$ cat config.mk
export PLATFORM = sky130hd
export DESIGN_NAME = atsr_map_cell
export DESIGN_NICKNAME = d
export VERILOG_FILES = /design/src/hw/rtl/atsr_pkg.sv /design/src/hw/rtl/atsr_map_cell.sv
export SDC_FILE = /design/constraint.sdc
export NUM_CORES = 1
export LEC_CHECK = 0
export BUFFER_PORTS_ARGS = -buffer_cell sky130_fd_sc_hd__buf_2
export CAP_MARGIN = 20
export CORE_ASPECT_RATIO = 1.25
export CORE_MARGIN = 10
export CORE_UTILIZATION = 48
export DETAILED_ROUTE_END_ITERATION = 8
export GPL_TIMING_DRIVEN = 0
export PLACE_DENSITY = 0.89
export SYNTH_ARGS = -nofsm -noshare
export SYNTH_HDL_FRONTEND = slang
export SYNTH_SLANG_ARGS = --single-unit
$ cat constraint.sdc
create_clock -name clk -period 2.2 [get_ports clk]
set_input_delay 0.44 -clock clk [delete_from_list [all_inputs] [get_ports clk]]
set_output_delay 0.44 -clock clk [all_outputs]
set_load 0.01 [all_outputs]
$ cat src/hw/rtl/atsr_pkg.sv
// Shared types, constants and helper functions of the truecolor remapper.
package atsr_pkg;

    localparam int ATSR_MAP_DEPTH = 64;
    localparam int WIN_LEN        = 18;
    localparam int ESC_LEN        = 17;
    localparam int ESC_LAST       = 16;
    localparam int ENTRY_INDEX_W  = 6;
    localparam int FILL_W         = 5;
    localparam int ESC_CNT_W      = 5;
    localparam int COLOR_W        = 24;

    localparam logic [7:0] CH_0    = 8'h30;
    localparam logic [7:0] CH_2    = 8'h32;
    localparam logic [7:0] CH_3    = 8'h33;
    localparam logic [7:0] CH_4    = 8'h34;
    localparam logic [7:0] CH_8    = 8'h38;
    localparam logic [7:0] CH_9    = 8'h39;
    localparam logic [7:0] CH_SEMI = 8'h3B;
    localparam logic [7:0] CH_M    = 8'h6D;

    typedef logic [7:0] byte_t;

    // Key walking down the map chain, with the first hit found so far.
    typedef struct packed {
        logic               valid;
        logic [COLOR_W-1:0] key;
        logic               hit;
        logic [COLOR_W-1:0] to_color;
    } map_probe_t;

    // Per-position control of one window cell.
    typedef struct packed {
        logic load;
        logic shift;
        logic rewrite;
    } win_ctrl_t;

    function automatic logic is_digit(input byte_t b);
        return (b >= CH_0) && (b <= CH_9);
    endfunction

    function automatic logic [9:0] value3(input byte_t b0, input byte_t b1, input byte_t b2);
        return 10'(b0[3:0]) * 10'd100 + 10'(b1[3:0]) * 10'd10 + 10'(b2[3:0]);
    endfunction

    // Three zero-padded ASCII digits, hundreds in the top byte.
    function automatic logic [23:0] dec3_ascii(input logic [7:0] v);
        logic [1:0]  h;
        logic [6:0]  r;
        logic [16:0] prod;
        logic [3:0]  t;
        logic [3:0]  o;
        h    = (v >= 8'd200) ? 2'd2 : ((v >= 8'd100) ? 2'd1 : 2'd0);
        r    = 7'(v - 8'(h) * 8'd100);
        // r * 103 >> 10 equals r / 10 for r below 100
        prod = 17'(r) * 17'd103;
        t    = 4'(prod >> 10);
        o    = 4'(r - 7'(t) * 7'd10);
        return {4'h3, 2'b00, h, 4'h3, t, 4'h3, o};
    endfunction

endpackage

$ cat src/hw/rtl/atsr_map_cell.sv
// One color map slot; compares the passing key and forwards the first hit.
module atsr_map_cell
    import atsr_pkg::*;
(
    input  logic               clk,
    input  logic               rst_n,
    input  logic               wr_en,
    input  logic               wr_valid,
    input  logic [COLOR_W-1:0] wr_from,
    input  logic [COLOR_W-1:0] wr_to,
    input  map_probe_t         probe_in,
    output map_probe_t         probe_out
);

    logic               slot_valid_reg;
    logic               slot_valid_next;
    logic [COLOR_W-1:0] from_reg;
    logic [COLOR_W-1:0] to_reg;
    logic               probe_valid_reg;
    logic [COLOR_W-1:0] probe_key_reg;
    logic               probe_hit_reg;
    logic               probe_hit_next;
    logic [COLOR_W-1:0] probe_to_reg;
    logic [COLOR_W-1:0] probe_to_next;

    assign slot_valid_next = wr_en ? wr_valid : slot_valid_reg;

    // an earlier slot's hit wins over this one
    assign probe_hit_next = probe_in.hit || (slot_valid_reg && (from_reg == probe_in.key));
    assign probe_to_next  = probe_in.hit ? probe_in.to_color : to_reg;

    always_ff @(posedge clk or negedge rst_n)
    begin
        if (!rst_n)
        begin
            slot_valid_reg  <= 1'b0;
            probe_valid_reg <= 1'b0;
        end
        else
        begin
            slot_valid_reg  <= slot_valid_next;
            probe_valid_reg <= probe_in.valid;
        end
    end

    always_ff @(posedge clk)
    begin
        if (wr_en)
        begin
            from_reg <= wr_from;
            to_reg   <= wr_to;
        end
        probe_key_reg <= probe_in.key;
        probe_hit_reg <= probe_hit_next;
        probe_to_reg  <= probe_to_next;
    end

    assign probe_out.valid    = probe_valid_reg;
    assign probe_out.key      = probe_key_reg;
    assign probe_out.hit      = probe_hit_reg;
    assign probe_out.to_color = probe_to_reg;

endmodule

======== Yosys cells after proc, flatten, opt, wreduce, memory -nomap -nowiden ========
Index checks and enable logic that the tools add are counted.
word-level totals
  bits in registers ....................... 99
  logic and storage cells ................. 11
cells by class
  equal/unequal tests ..................... 1
  muxes and demuxes ....................... 1
  reduce and logical (&&, ||, !) cells .... 2
operators by type and width
  kind                  count
  24-bit equality test  1
  24-bit two-way mux    1
  1-bit logical AND     1
  1-bit logical OR      1

======== Logic depth before layout (Yosys ltp) ========
Gate-level depths: netlist of the first run.
  depth in word-level cells ............... 3
  gate-level depth with buffers ........... 4

======== Worst setup path before layout of the first run ========
OpenSTA, ideal clock, no wires.
  path type ............................... in2reg
  start point ............................. in probe_in[24] (netlist name)
  end point ............................... reg probe_to_reg[10]
  data arrival time ....................... 1.090 ns
  required time ........................... 2.079 ns
  setup slack ............................. 0.989 ns
  stages .................................. 3
  path buffers ............................ 2
  cells stage by stage .................... buf_2 > buf_4 > mux2_2
on the way
  longest elaborated chain between the ends .. 1
ends and longest elaborated chain
  element                 line                 RTL
  start: declaration      atsr_map_cell.sv:11  input map_probe_t probe_in,
  24-bit two-way mux      atsr_map_cell.sv:30  assign probe_to_next = probe_in.hit ? probe_in.to_color : to_reg;
  via probe_to_next[10]   atsr_map_cell.sv:24  logic [COLOR_W-1:0] probe_to_next;
  end signal: assignment  atsr_map_cell.sv:55  probe_to_reg <= probe_to_next;
  end: declaration        atsr_map_cell.sv:23  logic [COLOR_W-1:0] probe_to_reg;
The timed path passes the listed nets, and every way through them passes these cells.
A chain may end at the register's enable or synchronous reset.

======== Worst setup path in the final report of the first run ========
  start point ............................. reg probe_valid_reg
  end point ............................... out probe_out[49] (netlist name)
RTL lines
  element                   line                 RTL
  start: declaration        atsr_map_cell.sv:19  logic probe_valid_reg;
  start signal: assignment  atsr_map_cell.sv:42  probe_valid_reg <= probe_in.valid;
  end: declaration          atsr_map_cell.sv:12  output map_probe_t probe_out
No word-level cell between the ends.

==> results.ini, run 1 <==
[timing]
slew_headroom_pct=59.1
hold_violations=0
fin_skew_ns=0.0121
finalHoldWorstSlack_ns=0.209
setup-violations-final=0
tightest_slew_ns=0.614
period_needed_ns=1.41
setup_ws_ns=0.793
maxSlewViolCount=0
post-route-period-util_pct=64.0
rsz0062_at_grt=false
fmax_ghz=0.711
tns_ns=0

[cells_and_area]
nets=427
antennaDiodeCount=0
finalInstanceArea_um2=4140
n_fill_cell=476
syn_to_final_growth_pct=35.4
final_layout_size_suffix_gt1_share_pct=59.7

[run]
cap_violations=0

[yosys]
ys_types=13
yosysTopAreaCellShare_pct=47.1
yosys_warnings=0
synth_fp_nets=264
syn_inst=162
synthTopCellsByArea=edfxtp_1 (47%), dfxtp_1 (32%), mux2_2 (9.2%), xnor2_1 (3.7%), xor2_1 (3.2%)
yosysSeqAreaShare_pct=80.9
avgSynthCellArea_um2=18.9
synth-seq-cells=99
syn-cell-area_um2=3060
yosys.area.top_type=edfxtp_1

[clocking]
cts_sinks=99
cts_max_level=3
clk_pin_slew_ns=0.09
cts_buffers=9
clk_latency_ns=0.35
cts_tree=yes
cts_resized=0
cts_buffer_depth=2
root_buffer=clkbuf_8

[outcome]
status=complete, no violations

[grt]
grt_pass1_wl_um=10800
antenna_found_initial=1
grt_usage_pct=14.2
grt_max_degree=50
grt_pass1_vias=2191
overflow=0

[detailed_routing]
wl_met3_um=692
avgRoutedWirePerCell_um=17.1
drt-pass1-iter-count=4
first_iter_violations=46
drcViolationCount=0
vias=1898
routed.top_layer=met5
drtAntennaViolNets=0
wl_met2_um=3790
drt-total-wl_um=7100
wl_met1_um=2460
viasPerCell=4.57

[critical_path]
cp_max_fo=1
crit_path_start_kind=register
path_cells=buf_4 -> buf_2
crit_required_ns=1.76
cpPeakStageDelay_ns=0.38
slowest_stage=dfrtp_1
worst-path-buf-inv=2
crit_arrival_ns=0.97
endpoint_kind=primary output
cp_top_family=flip-flops
critPathKind=register to primary output

[floorplanning]
die_area_um2=9980
fp.coreArea_um2=6170
io_pins=152
die_w_um=91.4
start_util_pct=49.6
die_y_um=109
row_count=32

[place]
post-dp-hpwl_um=5720
io_buffers=150
gp_congestion=0.723
placed_cell_area_um2=3920
place_ws_ns=0.354

[pwr]
sw_frac_of_total_pct=21.6
pwr_density_cell_nw_per_um2=854
seq_power_share_pct=59.9
switchingPower_w=0.000764
finalPower_w=0.00353
p_comb_share_pct=9.6
vdd_drop_max_v=0.000478
power_leakage_nw=1.82
intPower_w=0.00277
clkPwrFrac_pct=30.5

[worst_hold_path]
hold_class=input port to register

==> power by group through the flow <==
stage	Sequential, W	Clock, W	Combinational (W)
floorplan	0.00219	0	0.000102
CTS	0.00212	0.00111	0.000341
global route	0.00213	0.00118	0.000375
global placement	0.00215	0	0.000327
detailed placement	0.00216	0	0.000339
finish	0.00212	0.00108	0.000339
==> area by class of cell <==
class	instances	area [µm²]	area share, %
multi-input cells	58	551	13.3
flip-flops and latches	99	2470	59.7
repair buffers	152	788	19.0
plain buffers	5	35.0	0.846
clock buffers	13	169	4.08
clock inverters	3	18.8	0.453
well taps	85	106	2.57
==> placed cells by master, fill, tap and decap left out, types with 2 or more instances in the layout <==
cell	Yosys	routed
xor2_1	11	11
nand4_1	3	3
inv_4	0	3
buf_2	1	151
edfxtp_1	48	48
clkbuf_8	0	12
xnor2_1	13	13
buf_4	4	4
dfxtp_1	49	49
dfrtp_1	2	2
nor4_1	3	3
mux2_2	25	25
==> layer usage <==
layer / global-route usage [%] / up-vias
li1: - / 903
met1: 13.1 / 882
met2: 25.5 / 95
met3: 7.50 / 16
met4: 6.61 / 2
met5: 0 / -
==> final timing paths <==
| path | end | start | slack (ns) | depth (start not counted) |
|---|---|---|---|---|
| setup / recovery | probe_out[49] | probe_valid_reg | 0.79 | 2 |
| hold / removal | probe_valid_reg | probe_in[49] | 0.21 | 1 |
| setup reg to reg | probe_hit_reg | from_reg[23] | 0.83 | 4 |
| hold reg to reg | probe_to_reg[18] | to_reg[18] | 0.47 | 1 |
| max in group asynchronous | probe_valid_reg | rst_n | 1.66 | 2 |
| min in group asynchronous | slot_valid_reg | rst_n | 0.45 | 2 |
==> synth_stat cells <==
cell      number
edfxtp_1      48
nand2_2        1
nand4_1        3
mux2_2        25
nor3_1         1
xor2_1        11
dfxtp_1       49
nor4_1         3
buf_4          4
buf_2          1
xnor2_1       13
a41o_1         1
dfrtp_1        2
==> through the flow <==
stage	util, %	std cells
after global placement	63.5	397
after CTS	66.7	414
after floorplan	-	162
final	67.1	415
after global routing	67.1	415
after detailed placement	63.5	397
==> kinds of logic (layout without fill, tap and decap cells) <==
family | count (synthesis) | count (layout) | synth area share [%]
buf+inv | 5 | 173 | 1.15
compound gates | 1 | 1 | 0.327
mux | 25 | 25 | 9.21
simple gates | 8 | 8 | 1.60
xor+xnor | 24 | 24 | 6.87
flops | 99 | 99 | 80.9
==> timing repair <==
action,in CTS,in global routing
setup endpoints to repair,0,0
endpoints found under the hold margin,2,0
buffers inserted,0,0
hold buffers,1,0
==> worst reg2reg max path: stages, from the launching register on <==
cell and delay (ns):
edfxtp_1 0.41, xnor2_1 0.19, nand4_1 0.14, nor4_1 0.37, a41o_1 0.21
(Power assumes the default switching activity.)
==> run 2: changes to the inputs <==
Settings changed: ABC_AREA from default to 1, CORE_UTILIZATION 48 to 45, PLACE_DENSITY 0.89 to 0.84.
Clock period 2.2 ns to 1.35 ns, I/O delays scaled along.
==> run 2 against run 1 <==
Net effect: non-clock buffer count increased by 3; clock skew about the same; sequential power increased by 62%; via count increased by 27%; clock power increased by 86%; sequential share of layout area decreased by 2.9 points; hold slack got worse by 0.18 ns; register-to-register slack got worse by 0.53 ns; flip-flop and latch count unchanged; count of clock-buffer cells in the layout decreased by 3; highest routed layer is now met4.
==> results.ini, run 2 <==
[outcome]
status=complete, no violations  ; unchanged

[yosys]
yosysSeqAreaShare_pct=76.6  ; was 80.9%
synth_fp_nets=386  ; was 264
synth_common_cells=nand2_1 (109), dfxtp_1 (49), edfxtp_1 (48)  ; was dfxtp_1 (49), edfxtp_1 (48), mux2_2 (25)
ys_types=14  ; was 13
synthTopCellsByArea=edfxtp_1 (45%), dfxtp_1 (30%), nand2_1 (13%), inv_1 (3.3%), nor2_1 (2.6%)  ; was edfxtp_1 (47%), dfxtp_1 (32%), mux2_2 (9.2%), xnor2_1 (3.7%), xor2_1 (3.2%)
avgSynthCellArea_um2=11.4  ; was 18.9 µm²
yosys_most_used_dff=dfxtp_1  ; unchanged
syn-cell-area_um2=3230  ; was 3060 µm²
synth-seq-cells=99  ; unchanged
yosysTopAreaCellShare_pct=44.7  ; was 47.1%
yosysMostFrequentCell=nand2_1  ; was dfxtp_1
yosys_warnings=0  ; unchanged
yosys.area.top_type=edfxtp_1  ; unchanged
synth-edff-count=48  ; unchanged
syn_inst=284  ; was 162
async_flop_share_pct=2.02  ; unchanged

[detailed_routing]
drtAntennaViolNets=0  ; unchanged
avgRoutedWirePerCell_um=14.9  ; was 17.1 µm
vias=2418  ; was 1,898
drt-pass1-iter-count=4  ; unchanged
viasPerCell=4.45  ; was 4.57
drt-total-wl_um=8080  ; was 7100 µm
drcViolationCount=0  ; unchanged
first_iter_violations=89  ; was 46

[grt]
overflow=0  ; unchanged
antenna_found_initial=0  ; was 1
grt_pass1_wl_um=11800  ; was 10,800 µm
grt_max_degree=51  ; was 50
grt_pass1_vias=2621  ; was 2,191
grt_usage_pct=14.4  ; was 14.2%

[cells_and_area]
utilization_pct=62.3  ; was 67.1%
final_common_cell=buf_2  ; unchanged
most-common-layout-cells=buf_2 (153), nand2_1 (109), dfxtp_1 (49)  ; was buf_2 (151), dfxtp_1 (49), edfxtp_1 (48)
antennaDiodeCount=0  ; unchanged
finalInstanceArea_um2=4350  ; was 4140 µm²
syn_to_final_growth_pct=34.7  ; was 35.4%
n_fill_cell=575  ; was 476
final_layout_size_suffix_gt1_share_pct=38.2  ; was 59.7%
nets=550  ; was 427
multi_input_area_um2=601  ; was 551 µm²
regArea_um2=2470  ; unchanged

[clocking]
clk_pin_slew_ns=0.09  ; about the same
cts_buffer_depth=2  ; unchanged
cts_sinks=99  ; unchanged
cts_hold_buf=2  ; was 1
cts_tree=yes  ; unchanged
cts_max_level=3  ; unchanged
cts_resized=0  ; unchanged
root_buffer=clkbuf_8  ; unchanged
cts_buffers=9  ; unchanged
clk_latency_ns=0.35  ; about the same
postCtsSetupBuffers=0  ; unchanged

[critical_path]
cpPeakStageDelay_ns=0.39  ; was 0.38 ns
path_cells=buf_4 -> buf_2  ; unchanged
cp_max_fo=1  ; unchanged
slowest_stage=dfrtp_1  ; unchanged
r2r-end=probe_hit_reg  ; unchanged
worst-path-buf-inv=2  ; unchanged
crit_arrival_ns=0.99  ; was 0.97 ns
crit_path_start_kind=register  ; unchanged
critPathKind=register to primary output  ; unchanged
crit_required_ns=1.08  ; was 1.76 ns
cp_top_family=flip-flops  ; unchanged
crit_path_start=probe_valid_reg  ; unchanged
r2r_slack_ns=0.30  ; was 0.83 ns
timing.rr.start=from_reg[16]  ; was from_reg[23]
reg2reg_depth=7  ; was 4
endpoint_kind=primary output  ; unchanged

[timing]
period_needed_ns=1.26
fmax_ghz=0.794
setup-violations-final=0  ; unchanged
hold_violations=0  ; unchanged
rsz0062_at_grt=false  ; unchanged
tightest_slew_ns=0.374  ; was 0.614 ns
fin_skew_ns=0.0119  ; was 0.0121 ns
post-route-period-util_pct=93.3
maxSlewViolCount=0  ; unchanged
slew_headroom_pct=75.1  ; was 59.1%

[place]
gp_congestion=0.813  ; was 0.723
io_buffers=150  ; unchanged
post-dp-hpwl_um=6400  ; was 5720 µm
placed_cell_area_um2=4090  ; was 3920 µm²

[worst_hold_path]
hold_start=probe_in[34]  ; was probe_in[49]
min_path_cells=1  ; unchanged
hold_class=input port to register  ; unchanged
hold_end=probe_key_reg[9]  ; was probe_valid_reg

[floorplanning]
die_y_um=115  ; was 109 µm
die_w_um=95.7  ; was 91.4 µm
die_area_um2=11000  ; was 9980 µm²
fp.coreArea_um2=6980  ; was 6170 µm²
start_util_pct=46.3  ; was 49.6%
row_count=34  ; was 32
io_pins=152  ; unchanged

[pwr]
vdd_drop_max_v=0.000917  ; was 0.000478 V
pwr_density_cell_nw_per_um2=1390  ; was 854 nW/µm²
power_leakage_nw=2.19  ; was 1.82 nW

[run]
cap_violations=0  ; unchanged

[run 2: per-layer routing]
metal | up-vias | part of all wire [%] | wire [µm] | global-route usage, %
met5 | - | 0 | 0 | 0
met1 | 1087 | 34 | 2710 | 12.8
met3 | 22 | 7.9 | 638 | 4.33
li1 | 1213 | - | - | -
met2 | 96 | 55 | 4470 | 27.2
met4 | 0 | 3.3 | 263 | 8.08
[run 2: layout make-up]
cell class | instances | share of cell area, %
repair buffers | 153 | 18.2
flip-flops and latches | 99 | 56.9
clock inverters | 6 | 2.07
clock buffers | 10 | 2.94
plain buffers | 7 | 1.04
multi-input cells | 149 | 13.8
inverters | 29 | 2.50
well taps | 90 | 2.59
[run 2: worst register-to-register path, stage by stage (launching register included)]
cell and delay (ns):
edfxtp_1 0.40, nor2_1 0.10, nor2_1 0.05, nor2_1 0.11, nand2_1 0.09, nor2_1 0.10, nand3_1 0.08, nand2_1 0.06
[run 2: worst max path at each step]
stage | to | cells past startpoint
floorplan | probe_hit_reg | 6
global placement | from_reg[7] | 1
detailed placement | slot_valid_reg | 2
CTS | probe_out[49] | 2
global route | probe_out[49] | 2
finish | probe_out[49] | 2
[run 2: metrics by stage]
| step | power (W) | setup slack [ns] | instances | setup TNS [ns] | hold slack [ns] |
|---|---|---|---|---|---|
| 2_1_floorplan | 0.00374 | 0.470 | 284 | 0 | -0.0256 |
| 3_3_place_gp | 0.00406 | -0.138 | 524 | -6.61 | 0.0551 |
| 3_5_place_dp | 0.00410 | -0.205 | 524 | -8.26 | 0.0588 |
| 4_1_cts | 0.00613 | 0.0713 | 542 | 0 | 0.00667 |
| 5_1_grt | 0.00632 | 0.0521 | 543 | 0 | 0.0141 |
| 6_report | 0.00604 | 0.0905 | 543 | 0 | 0.0303 |
[run 2: cell families (layout without fill, tap and decap cells)]
family                    Yosys count  after routing  synth area share [%]
and+or+nand+nor                   135            135                  15.9
DFF                                99             99                  76.6
buffers and inverters              36            205                  4.77
AOI/OAI and AO/OA                   9              9                  1.40
xor gates and xnor gates            5              5                  1.36
[run 2: where the power goes]
part	leakage (nW)	switching (W)	internal (W)
Clock	0.108	0.000965	0.00105
Sequential	0.907	0.0000621	0.00338
Combinational	1.18	0.000316	0.000269
