==> src/hw/rtl/atsr_pkg.sv <==
// Shared types, constants and helper functions of the truecolor remapper.
package atsr_pkg;

    localparam int ATSR_MAP_DEPTH = 64;
    localparam int WIN_LEN        = 18;
    localparam int ESC_LEN        = 17;
    localparam int ESC_LAST       = 16;
    localparam int ENTRY_INDEX_W  = 6;
    localparam int FILL_W         = 5;
    localparam int ESC_CNT_W      = 5;
    localparam int COLOR_W        = 24;

    localparam logic [7:0] CH_0    = 8'h30;
    localparam logic [7:0] CH_2    = 8'h32;
    localparam logic [7:0] CH_3    = 8'h33;
    localparam logic [7:0] CH_4    = 8'h34;
    localparam logic [7:0] CH_8    = 8'h38;
    localparam logic [7:0] CH_9    = 8'h39;
    localparam logic [7:0] CH_SEMI = 8'h3B;
    localparam logic [7:0] CH_M    = 8'h6D;

    typedef logic [7:0] byte_t;

    // Key walking down the map chain, with the first hit found so far.
    typedef struct packed {
        logic               valid;
        logic [COLOR_W-1:0] key;
        logic               hit;
        logic [COLOR_W-1:0] to_color;
    } map_probe_t;

    // Per-position control of one window cell.
    typedef struct packed {
        logic load;
        logic shift;
        logic rewrite;
    } win_ctrl_t;

    function automatic logic is_digit(input byte_t b);
        return (b >= CH_0) && (b <= CH_9);
    endfunction

    function automatic logic [9:0] value3(input byte_t b0, input byte_t b1, input byte_t b2);
        return 10'(b0[3:0]) * 10'd100 + 10'(b1[3:0]) * 10'd10 + 10'(b2[3:0]);
    endfunction

    // Three zero-padded ASCII digits, hundreds in the top byte.
    function automatic logic [23:0] dec3_ascii(input logic [7:0] v);
        logic [1:0]  h;
        logic [6:0]  r;
        logic [16:0] prod;
        logic [3:0]  t;
        logic [3:0]  o;
        h    = (v >= 8'd200) ? 2'd2 : ((v >= 8'd100) ? 2'd1 : 2'd0);
        r    = 7'(v - 8'(h) * 8'd100);
        // r * 103 >> 10 equals r / 10 for r below 100
        prod = 17'(r) * 17'd103;
        t    = 4'(prod >> 10);
        o    = 4'(r - 7'(t) * 7'd10);
        return {4'h3, 2'b00, h, 4'h3, t, 4'h3, o};
    endfunction

endpackage

==> src/hw/rtl/atsr_win_cell.sv <==
// One byte cell of the sliding window chain.
module atsr_win_cell
    import atsr_pkg::*;
(
    input  logic      clk,
    input  win_ctrl_t ctrl,
    input  byte_t     load_byte,
    input  byte_t     shift_byte,
    input  byte_t     rewrite_byte,
    output byte_t     cell_byte
);

    byte_t byte_reg;
    byte_t byte_next;

    always_comb
    begin
        byte_next = byte_reg;
        if (ctrl.shift)
        begin
            byte_next = shift_byte;
        end
        else if (ctrl.load)
        begin
            byte_next = load_byte;
        end
        else if (ctrl.rewrite)
        begin
            byte_next = rewrite_byte;
        end
    end

    always_ff @(posedge clk)
    begin
        byte_reg <= byte_next;
    end

    assign cell_byte = byte_reg;

endmodule

==> config.mk <==
export PLATFORM = sky130hd
export DESIGN_NAME = atsr_win_cell
export DESIGN_NICKNAME = d
export VERILOG_FILES = /design/src/hw/rtl/atsr_pkg.sv /design/src/hw/rtl/atsr_win_cell.sv
export SDC_FILE = /design/constraint.sdc
export NUM_CORES = 1
export LEC_CHECK = 0
export BUFFER_PORTS_ARGS = -buffer_cell sky130_fd_sc_hd__buf_2
export CORE_MARGIN = 10
export CORE_UTILIZATION = 30
export DETAILED_ROUTE_END_ITERATION = 12
export GPL_ROUTABILITY_DRIVEN = 0
export GPL_TIMING_DRIVEN = 0
export PLACE_DENSITY = 0.68
export SYNTH_ARGS = -nofsm -noshare
export SYNTH_HDL_FRONTEND = slang
export SYNTH_SLANG_ARGS = --single-unit
export TNS_END_PERCENT = 10
==> constraint.sdc <==
create_clock -name clk -period 2.3 [get_ports clk]
set_input_delay 0.575 -clock clk [delete_from_list [all_inputs] [get_ports clk]]
set_output_delay 0.575 -clock clk [all_outputs]
set_load 0.03 [all_outputs]
# Word-level counts from Yosys, hierarchy flattened

Cells that the tools add are included.

Mux-type cells: 3
Reduce and logical (&&, ||, !) cells: 1

Operators by type and width:

| operator           | number |
|---|---|
| two-way mux 8 bit  | 3 |
| nonzero test 3 bit | 1 |

Register bits: 8
Input bits: 28
Output and inout bits: 8
Logic and storage cells: 5

# Longest topological paths before layout

Gate-level depths: netlist of the first run.

Depth in word-level cells: 3
Gate-level depth with buffers: 3
Depth with buffers taken out: 2

# Least setup slack after synthesis of the first run

OpenSTA, ideal clock, no wires.

Kind: input to register
Start point: in ctrl[2] (netlist name)
End point: reg byte_reg[0] (netlist: cell_byte[0]), enable pin
Library setup time: 0.294 ns
Data arrival time: 1.192 ns
Data required time: 2.006 ns
Path slack: 0.814 ns
Stages: 2
Path buffers: 1
Path through: buf_6 or3_1

Longest elaborated chain between the ends: 1

RTL lines:

| element                             | RTL line            | source |
|---|---|---|
| start, declared                     | atsr_win_cell.sv:6  | `input win_ctrl_t ctrl,` |
| nonzero test 3 bit (no source line) | -                   |  |
| end signal, assigned                | atsr_win_cell.sv:35 | `byte_reg <= byte_next;` |
| end, declared                       | atsr_win_cell.sv:13 | `byte_t byte_reg;` |

No other way between the ends.
A chain may end at the register's enable or synchronous reset.

# Worst setup path in the final report of the first run

Start point: reg byte_reg[4] (netlist: cell_byte[4])
End point: out cell_byte[4]

RTL lines:

| element       | RTL line            | source |
|---|---|---|
| end, declared | atsr_win_cell.sv:10 | `output byte_t cell_byte` |

No word-level cell between the ends.

==> results of run 1 <==
## layout by cell type (no fill, tap or decap), drive strengths merged
| cell | count |
|---|---|
| buf | 36 |
| mux2i | 8 |
| nand2 | 8 |
| o21ai | 8 |
| edfxtp | 8 |
| clkbuf | 3 |
| or3 | 1 |
## synth_stat cells (all sizes together)
master	number	share of area
nand2	8	0.073
or3	1	0.015
edfxtp	8	0.58
buf	2	0.039
mux2i	8	0.19
o21ai	8	0.097
## worst min-delay path, stage by stage
cell     delay (ns)
buf_2          0.07
nand2_1        0.04
o21ai_0        0.06
## final cells by class
cell class / instances / area [um2]
fillers: 136 / 677
flip-flops and latches: 8 / 240
repair buffers: 34 / 170
multi-input cells: 25 / 156
clock buffers: 3 / 22.5
well taps: 15 / 18.8
plain buffers: 2 / 16.3
## power by group through the flow
| stage | Combinational [uW] | Sequential (uW) | Clock, uW |
|---|---|---|---|
| finish | 99.8 | 183 | 98.2 |
| global route | 109 | 184 | 115 |
| CTS | 102 | 183 | 102 |
| detailed placement | 102 | 186 | 0 |
| global placement | 101 | 186 | 0 |
| floorplan | 23.4 | 222 | 0 |
## per-stage QoR
stage | worst slack, ns | power (uW) | util | hold WS [ns] | cell area [um2]
floorplan | 0.814 | 246 | - | 0.762 | 413
global placement | 0.778 | 286 | 0.463 | 0.859 | 602
detailed placement | 0.775 | 288 | 0.463 | 0.859 | 602
CTS | 0.925 | 387 | 0.480 | 0.603 | 624
global route | 0.891 | 408 | 0.480 | 0.609 | 624
finish | 0.944 | 381 | 0.480 | 0.610 | 624
## per-layer routing
| metal | global-route usage | up-vias | routed length [um] |
|---|---|---|---|
| met5 | 0 | - | 0 |
| met4 | 0.0604 | 0 | 19 |
| met3 | 0.0332 | 2 | 126 |
| met2 | 0.0651 | 31 | 367 |
| met1 | 0.0926 | 129 | 547 |
| li1 | - | 203 | - |
## cells by family after synthesis
family	after synthesis	synth area share
compound gates	8	0.0970
simple gates	9	0.0879
flops	8	0.582
buf+inv	2	0.0394
mux	8	0.194
## worst paths after layout
check / start / endpoint / slack (ns)
worst max-delay path: cell_byte[4] / cell_byte[4] / 0.94
worst min-delay path: shift_byte[1] / cell_byte[1] / 0.61
==> flow_summary.json, run 1 <==
{
  "crit_family": "flip-flops",
  "cts.sinks": 8,
  "place_inst": 84,
  "start_kind": "flop",
  "viasPerCell": 4.20,
  "crit_type": "flop to output port",
  "rsz0062_at_grt": "no",
  "cap_viol_max_count": 0,
  "num_vias": 365,
  "synthToLayoutAreaGrowth_pct": 51.2,
  "critPathMaxStageDelay_ns": 0.35,
  "relSlewSlack": 0.804,
  "holdBufCountCts": 0,
  "postCtsResizedCells": 0,
  "grt_overflow": 0,
  "cp_num_cells": 1,
  "finalSetupViolCount": 0,
  "antenna_left": 0,
  "clkTransAtPathRegs_ns": 0.05,
  "final_nets": 102,
  "port-buffer-count": 34,
  "min_path_type": "input port to flop",
  "grt_use_total": 0.0660,
  "path_buf_inv": 1,
  "grt_pass1_vias": 442,
  "drc": 0,
  "fp.dieArea_um2": 3260,
  "cts_setup_buffers": 0,
  "dr.first_iter.drc_count": 4,
  "combPwrFrac": 0.262,
  "p_leak_uw": 0.000320,
  "chipWidth_um": 57.1,
  "antenna_found_initial": 0,
  "stdcell_count": 87,
  "wl_per_cell_um": 12.2,
  "cp.required_ns": 1.73,
  "numCtsBuffers": 3,
  "cts_buffer_depth": 2,
  "core_um2": 1300,
  "cp_cell_sequence": "buf_2",
  "post-dp-hpwl_um": 968,
  "root_buffer": "clkbuf_4",
  "synth_warnings": 0,
  "switching_power_uw": 103,
  "whs_path_depth": 3,
  "worstMarginPinSlew_ns": 0.294,
  "ir_worst_vdd_v": 0.000225,
  "die_h_um": 57.1,
  "syn_area_per_cell_um2": 11.8,
  "pin_count": 36,
  "grt_first_pass_wirelength_mm": 1.75,
  "power_density_nw_per_um2": 610,
  "syn-cell-area_um2": 413,
  "synth_nets": 63,
  "grt_start_max_net_pins": 11,
  "fmaxAchievable_mhz": 738,
  "drv_slew": 0,
  "cts_tree": "yes",
  "wl_mm": 1.06,
  "drive_gt1_frac": 0.542,
  "finalCritPeriodShare": 0.589,
  "ys_ff_latch": 8,
  "arrival_ns": 0.78,
  "start_util": 0.317,
  "p_int_uw": 278,
  "layout_min_cycle_time_ns": 1.36,
  "timing_hold_violations_final": 0,
  "crit_path_end_kind": "output port",
  "p_sw_frac": 0.270,
  "rows": 13,
  "diodes": 0,
  "cts_max_level": 1,
  "clkPwrFrac": 0.258,
  "slowest_stage": "edfxtp_1",
  "netlist_instances": 35,
  "largest_reg_flops": 8,
  "ys_seq_area_frac": 0.582,
  "crit_fanout": 1,
  "tns_ns": 0,
  "yosys.cell_types.count": 7,
  "seqPwrFrac": 0.480,
  "status": "finished, final reports clean",
  "drt-pass1-iter-count": 4
}
No activity file was read; power rests on OpenSTA's default activity.
==> run 2, diff against run 1 <==
--- a/config.mk
+++ b/config.mk
@@ -11,7 +11,7 @@
 export DETAILED_ROUTE_END_ITERATION = 12
 export GPL_ROUTABILITY_DRIVEN = 0
 export GPL_TIMING_DRIVEN = 0
-export PLACE_DENSITY = 0.68
+export PLACE_DENSITY = 0.71
 export SYNTH_ARGS = -nofsm -noshare
 export SYNTH_HDL_FRONTEND = slang
 export SYNTH_SLANG_ARGS = --single-unit
==> constraint.sdc (replaced) <==
create_clock -name clk -period 1.1 [get_ports clk]
set_input_delay 0.275 -clock clk [delete_from_list [all_inputs] [get_ports clk]]
set_output_delay 0.275 -clock clk [all_outputs]
set_load 0.03 [all_outputs]
==> flow_summary.json, run 2 (synthesis gave the netlist of run 1 again) <==
{
  "status": "finished, final reports clean",
  "numCtsBuffers": 3,
  "finalSetupViolCount": 0,
  "crit_family": "flip-flops",
  "slowest_stage": "edfxtp_1",
  "wl_per_cell_um": 12.2,
  "timing_hold_violations_final": 0,
  "cts_buffer_depth": 2,
  "worstMarginPinSlew_ns": 0.190,
  "tns_ns": 0,
  "path_buf_inv": 1,
  "antenna_found_initial": 0,
  "root_buffer": "clkbuf_4",
  "postLayoutCoreUtil": 0.498,
  "cp_num_cells": 1,
  "crit_type": "flop to output port",
  "rows": 13,
  "die_h_um": 57.1,
  "chipWidth_um": 57.1,
  "num_vias": 371,
  "grt_overflow": 0,
  "pin_count": 36,
  "power_density_nw_per_um2": 1260,
  "grt_pass1_vias": 448,
  "port-buffer-count": 34,
  "relSlewSlack": 0.872,
  "synthToLayoutAreaGrowth_pct": 57.0,
  "drt-pass1-iter-count": 5,
  "drc": 0,
  "grt_start_max_net_pins": 11,
  "postCtsResizedCells": 0,
  "min_from": "shift_byte[5]",
  "layout_min_cycle_time_ns": 1.05,
  "diodes": 0,
  "crit_fanout": 1,
  "fill_cells": 131,
  "viasPerCell": 4.26,
  "largest_reg_flops": 8,
  "fp.dieArea_um2": 3260,
  "ir_worst_vdd_v": 0.000435,
  "crit_path_end_kind": "output port",
  "final_cell_mix": "buf_2, mux2i_1, nand2_1, o21ai_0, edfxtp_1",
  "dr.first_iter.drc_count": 1,
  "whs_endpoint": "cell_byte[5]",
  "final_nets": 102,
  "cts_max_level": 1,
  "clkTransAtPathRegs_ns": 0.05,
  "cap_viol_max_count": 0,
  "start_util": 0.317,
  "stdcell_count": 87,
  "grt_use_total": 0.0698,
  "p_leak_uw": 0.000327,
  "antenna_left": 0,
  "cts_setup_buffers": 0,
  "holdBufCountCts": 0,
  "wl_mm": 1.06,
  "holdWs_ns": 0.313,
  "cp_cell_sequence": "buf_2",
  "cts.sinks": 8,
  "start_kind": "flop",
  "drive_gt1_frac": 0.556,
  "rsz0062_at_grt": "yes",
  "drv_slew": 0,
  "core_um2": 1300,
  "place_inst": 84,
  "grt_first_pass_wirelength_mm": 1.79,
  "min_path_type": "input port to flop",
  "arrival_ns": 0.77,
  "whs_path_depth": 3,
  "cts_tree": "yes",
  "finalCritPeriodShare": 0.951,
  "fmaxAchievable_mhz": 956,
  "final_common_cell": "buf_2",
  "critPathMaxStageDelay_ns": 0.34,
  "cp.required_ns": 0.82
}
==> run 2: cell types whose count changed in the layout (fill, tap and decap cells not counted) <==
| cell | previous run | this run |
|---|---|---|
| buf_2 | 35 | 32 |
| buf_6 | 1 | 4 |
| or3_1 | 1 | 0 |
| or3_4 | 0 | 1 |
==> run 2: layout make-up <==
class	instances	area [um2]	area share
Timing Repair Buffer	34	189	0.292
Tap cell	15	18.8	0.0290
Buffer	2	16.3	0.0251
Sequential cell	8	240	0.371
Multi-Input combinational cell	25	161	0.249
Clock buffer	3	22.5	0.0347
==> run 2: power by group <==
| group | switching, uW | internal [uW] | leakage [uW] | total (uW) |
|---|---|---|---|---|
| logic | 127 | 97.9 | 0.000229 | 225 |
| registers | 8.98 | 377 | 0.0000846 | 386 |
| clock network | 80.1 | 123 | 0.0000138 | 204 |
==> run 2: worst max-delay path by stage <==
stage                   end    startpoint  slack [ns]
6_report       cell_byte[5]  cell_byte[5]        0.05
5_1_grt        cell_byte[4]  cell_byte[4]      -0.009
4_1_cts        cell_byte[2]  cell_byte[2]        0.04
3_5_place_dp   cell_byte[4]       ctrl[2]       -0.01
3_3_place_gp   cell_byte[3]       ctrl[2]       -0.01
2_1_floorplan  cell_byte[0]       ctrl[2]       0.006
==> run 2: metal layers <==
metal | wire length, um | part of all wire | up-vias | track usage
met1 | 469 | 0.44 | 138 | 0.0769
li1 | - | - | 202 | -
met3 | 178 | 0.17 | 2 | 0.0509
met4 | 14 | 0.013 | 0 | 0.0705
met5 | 0 | 0 | - | 0
met2 | 396 | 0.37 | 29 | 0.0806
==> run 2: per-stage QoR <==
stage,total power (uW),worst slack [ns],area (um2)
floorplan,515,0.00618,418
global placement,600,-0.0127,607
detailed placement,602,-0.0143,607
CTS,809,0.0361,629
global route,888,-0.00931,648
finish,815,0.0544,648
==> run 3, diff against run 2 <==
--- a/config.mk
+++ b/config.mk
@@ -12,6 +12,7 @@
 export GPL_ROUTABILITY_DRIVEN = 0
 export GPL_TIMING_DRIVEN = 0
 export PLACE_DENSITY = 0.71
+export SETUP_SLACK_MARGIN = 0.2
 export SYNTH_ARGS = -nofsm -noshare
 export SYNTH_HDL_FRONTEND = slang
 export SYNTH_SLANG_ARGS = --single-unit
==> flow_summary.json, run 3 (synthesis gave the netlist of run 1 again) <==
{
  "cp_cell_sequence": "buf_6",
  "finalCritPeriodShare": 0.962,
  "rsz0062_at_grt": "yes",
  "fp.dieArea_um2": 3260,
  "start_util": 0.317,
  "worstMarginPinSlew_ns": 0.179,
  "path_buf_inv": 1,
  "postLayoutCoreUtil": 0.502,
  "numCtsBuffers": 3,
  "cts.sinks": 8,
  "p_leak_uw": 0.000330,
  "cp.required_ns": 0.82,
  "root_buffer": "clkbuf_4",
  "switching_power_uw": 223,
  "fmaxAchievable_mhz": 945,
  "antenna_found_initial": 0,
  "critPathMaxStageDelay_ns": 0.38,
  "fin_area_um2": 653,
  "layout_setup_ws_ns": 0.0420,
  "cts_tree": "yes",
  "crit_fanout": 1,
  "antenna_left": 0,
  "stdcell_count": 87,
  "ir_worst_vdd_v": 0.000418,
  "use_met2": 0.0884,
  "drt-pass1-iter-count": 2,
  "die_h_um": 57.1,
  "slowest_stage": "edfxtp_1",
  "grt_first_pass_wirelength_mm": 1.75,
  "p_sw_frac": 0.271,
  "final_common_cell": "buf_2",
  "finalSetupViolCount": 0,
  "cts_buffer_depth": 2,
  "drc": 0,
  "wl_per_cell_um": 12.8,
  "clkTransAtPathRegs_ns": 0.05,
  "final_nets": 102,
  "grt_start_max_net_pins": 11,
  "grtUsageMet1": 0.0694,
  "crit_family": "flip-flops",
  "start_kind": "flop",
  "crit_path_end_kind": "output port",
  "timing_hold_violations_final": 0,
  "relSlewSlack": 0.880,
  "core_um2": 1300,
  "status": "finished, final reports clean",
  "arrival_ns": 0.78,
  "preCtsSetupSlack_ns": -0.00900,
  "min_path_type": "input port to flop",
  "largest_reg_flops": 8,
  "synthToLayoutAreaGrowth_pct": 58.2,
  "diodes": 0,
  "viasPerCell": 4.48,
  "rows": 13,
  "p_int_uw": 600,
  "place_inst": 84,
  "wl_mm": 1.11,
  "busiest_layer": "met2",
  "power_density_nw_per_um2": 1260,
  "layout_min_cycle_time_ns": 1.06,
  "grt_pass1_vias": 444,
  "pin_count": 36,
  "combPwrFrac": 0.275,
  "grt_use_total": 0.0689,
  "crit_type": "flop to output port",
  "seqPwrFrac": 0.468,
  "grt_use_met3": 0.0487,
  "port-buffer-count": 34,
  "placedInstanceArea_um2": 616,
  "cap_viol_max_count": 0,
  "num_vias": 390,
  "dr.first_iter.drc_count": 1,
  "holdWs_ns": 0.304,
  "drv_slew": 0,
  "grt_overflow": 0,
  "cts_max_level": 1,
  "clkPwrFrac": 0.257,
  "chipWidth_um": 57.1,
  "final_cell_mix": "buf_2, mux2i_1, nand2_1, o21ai_0, edfxtp_1",
  "drive_gt1_frac": 0.556,
  "cts_setup_buffers": 0
}
## run 3: cell counts in the layout (fill, tap and decap cells not counted)
Identical to the previous run, type by type.
## run 3: final timing paths
path	start	end	slack, ns	cells after the start
worst max-delay path	cell_byte[5]	cell_byte[5]	0.04	1
worst min-delay path	shift_byte[5]	cell_byte[5]	0.30	3
## run 3: what timing repair did
| item | in CTS | in global routing |
|---|---|---|
| pin swaps | 0 | 0 |
| gates resized for setup | 5 | 0 |
| endpoints found under the setup margin | 8 | 8 |
| hold buffers | 0 | 0 |
## run 3: metrics by stage
stage / setup TNS [ns] / power [uW]
global route: 0 / 869
floorplan: 0 / 519
detailed placement: -0.0715 / 607
global placement: -0.0416 / 604
CTS: 0 / 834
finish: 0 / 823
## run 3: final cells by class
| type | count | area (um2) |
|---|---|---|
| Fill cell | 136 | 648 |
| Clock buffer | 3 | 22.5 |
| Sequential cell | 8 | 240 |
| Timing Repair Buffer | 34 | 185 |
| Multi-Input combinational cell | 25 | 161 |
| Buffer | 2 | 25.0 |
| Tap cell | 15 | 18.8 |
## run 3: power groups by stage
stage	Clock [uW]	Combinational, uW	Sequential (uW)
final	211	227	385
after global routing	234	247	388
after floorplan	0	53.9	465
after global placement	0	216	388
after CTS	218	231	385
after detailed placement	0	218	388
## run 3: routing by layer
layer	part of all wire	wire length (um)
met1	0.44	488
met2	0.37	413
met3	0.14	158
met4	0.048	54
met5	0	0
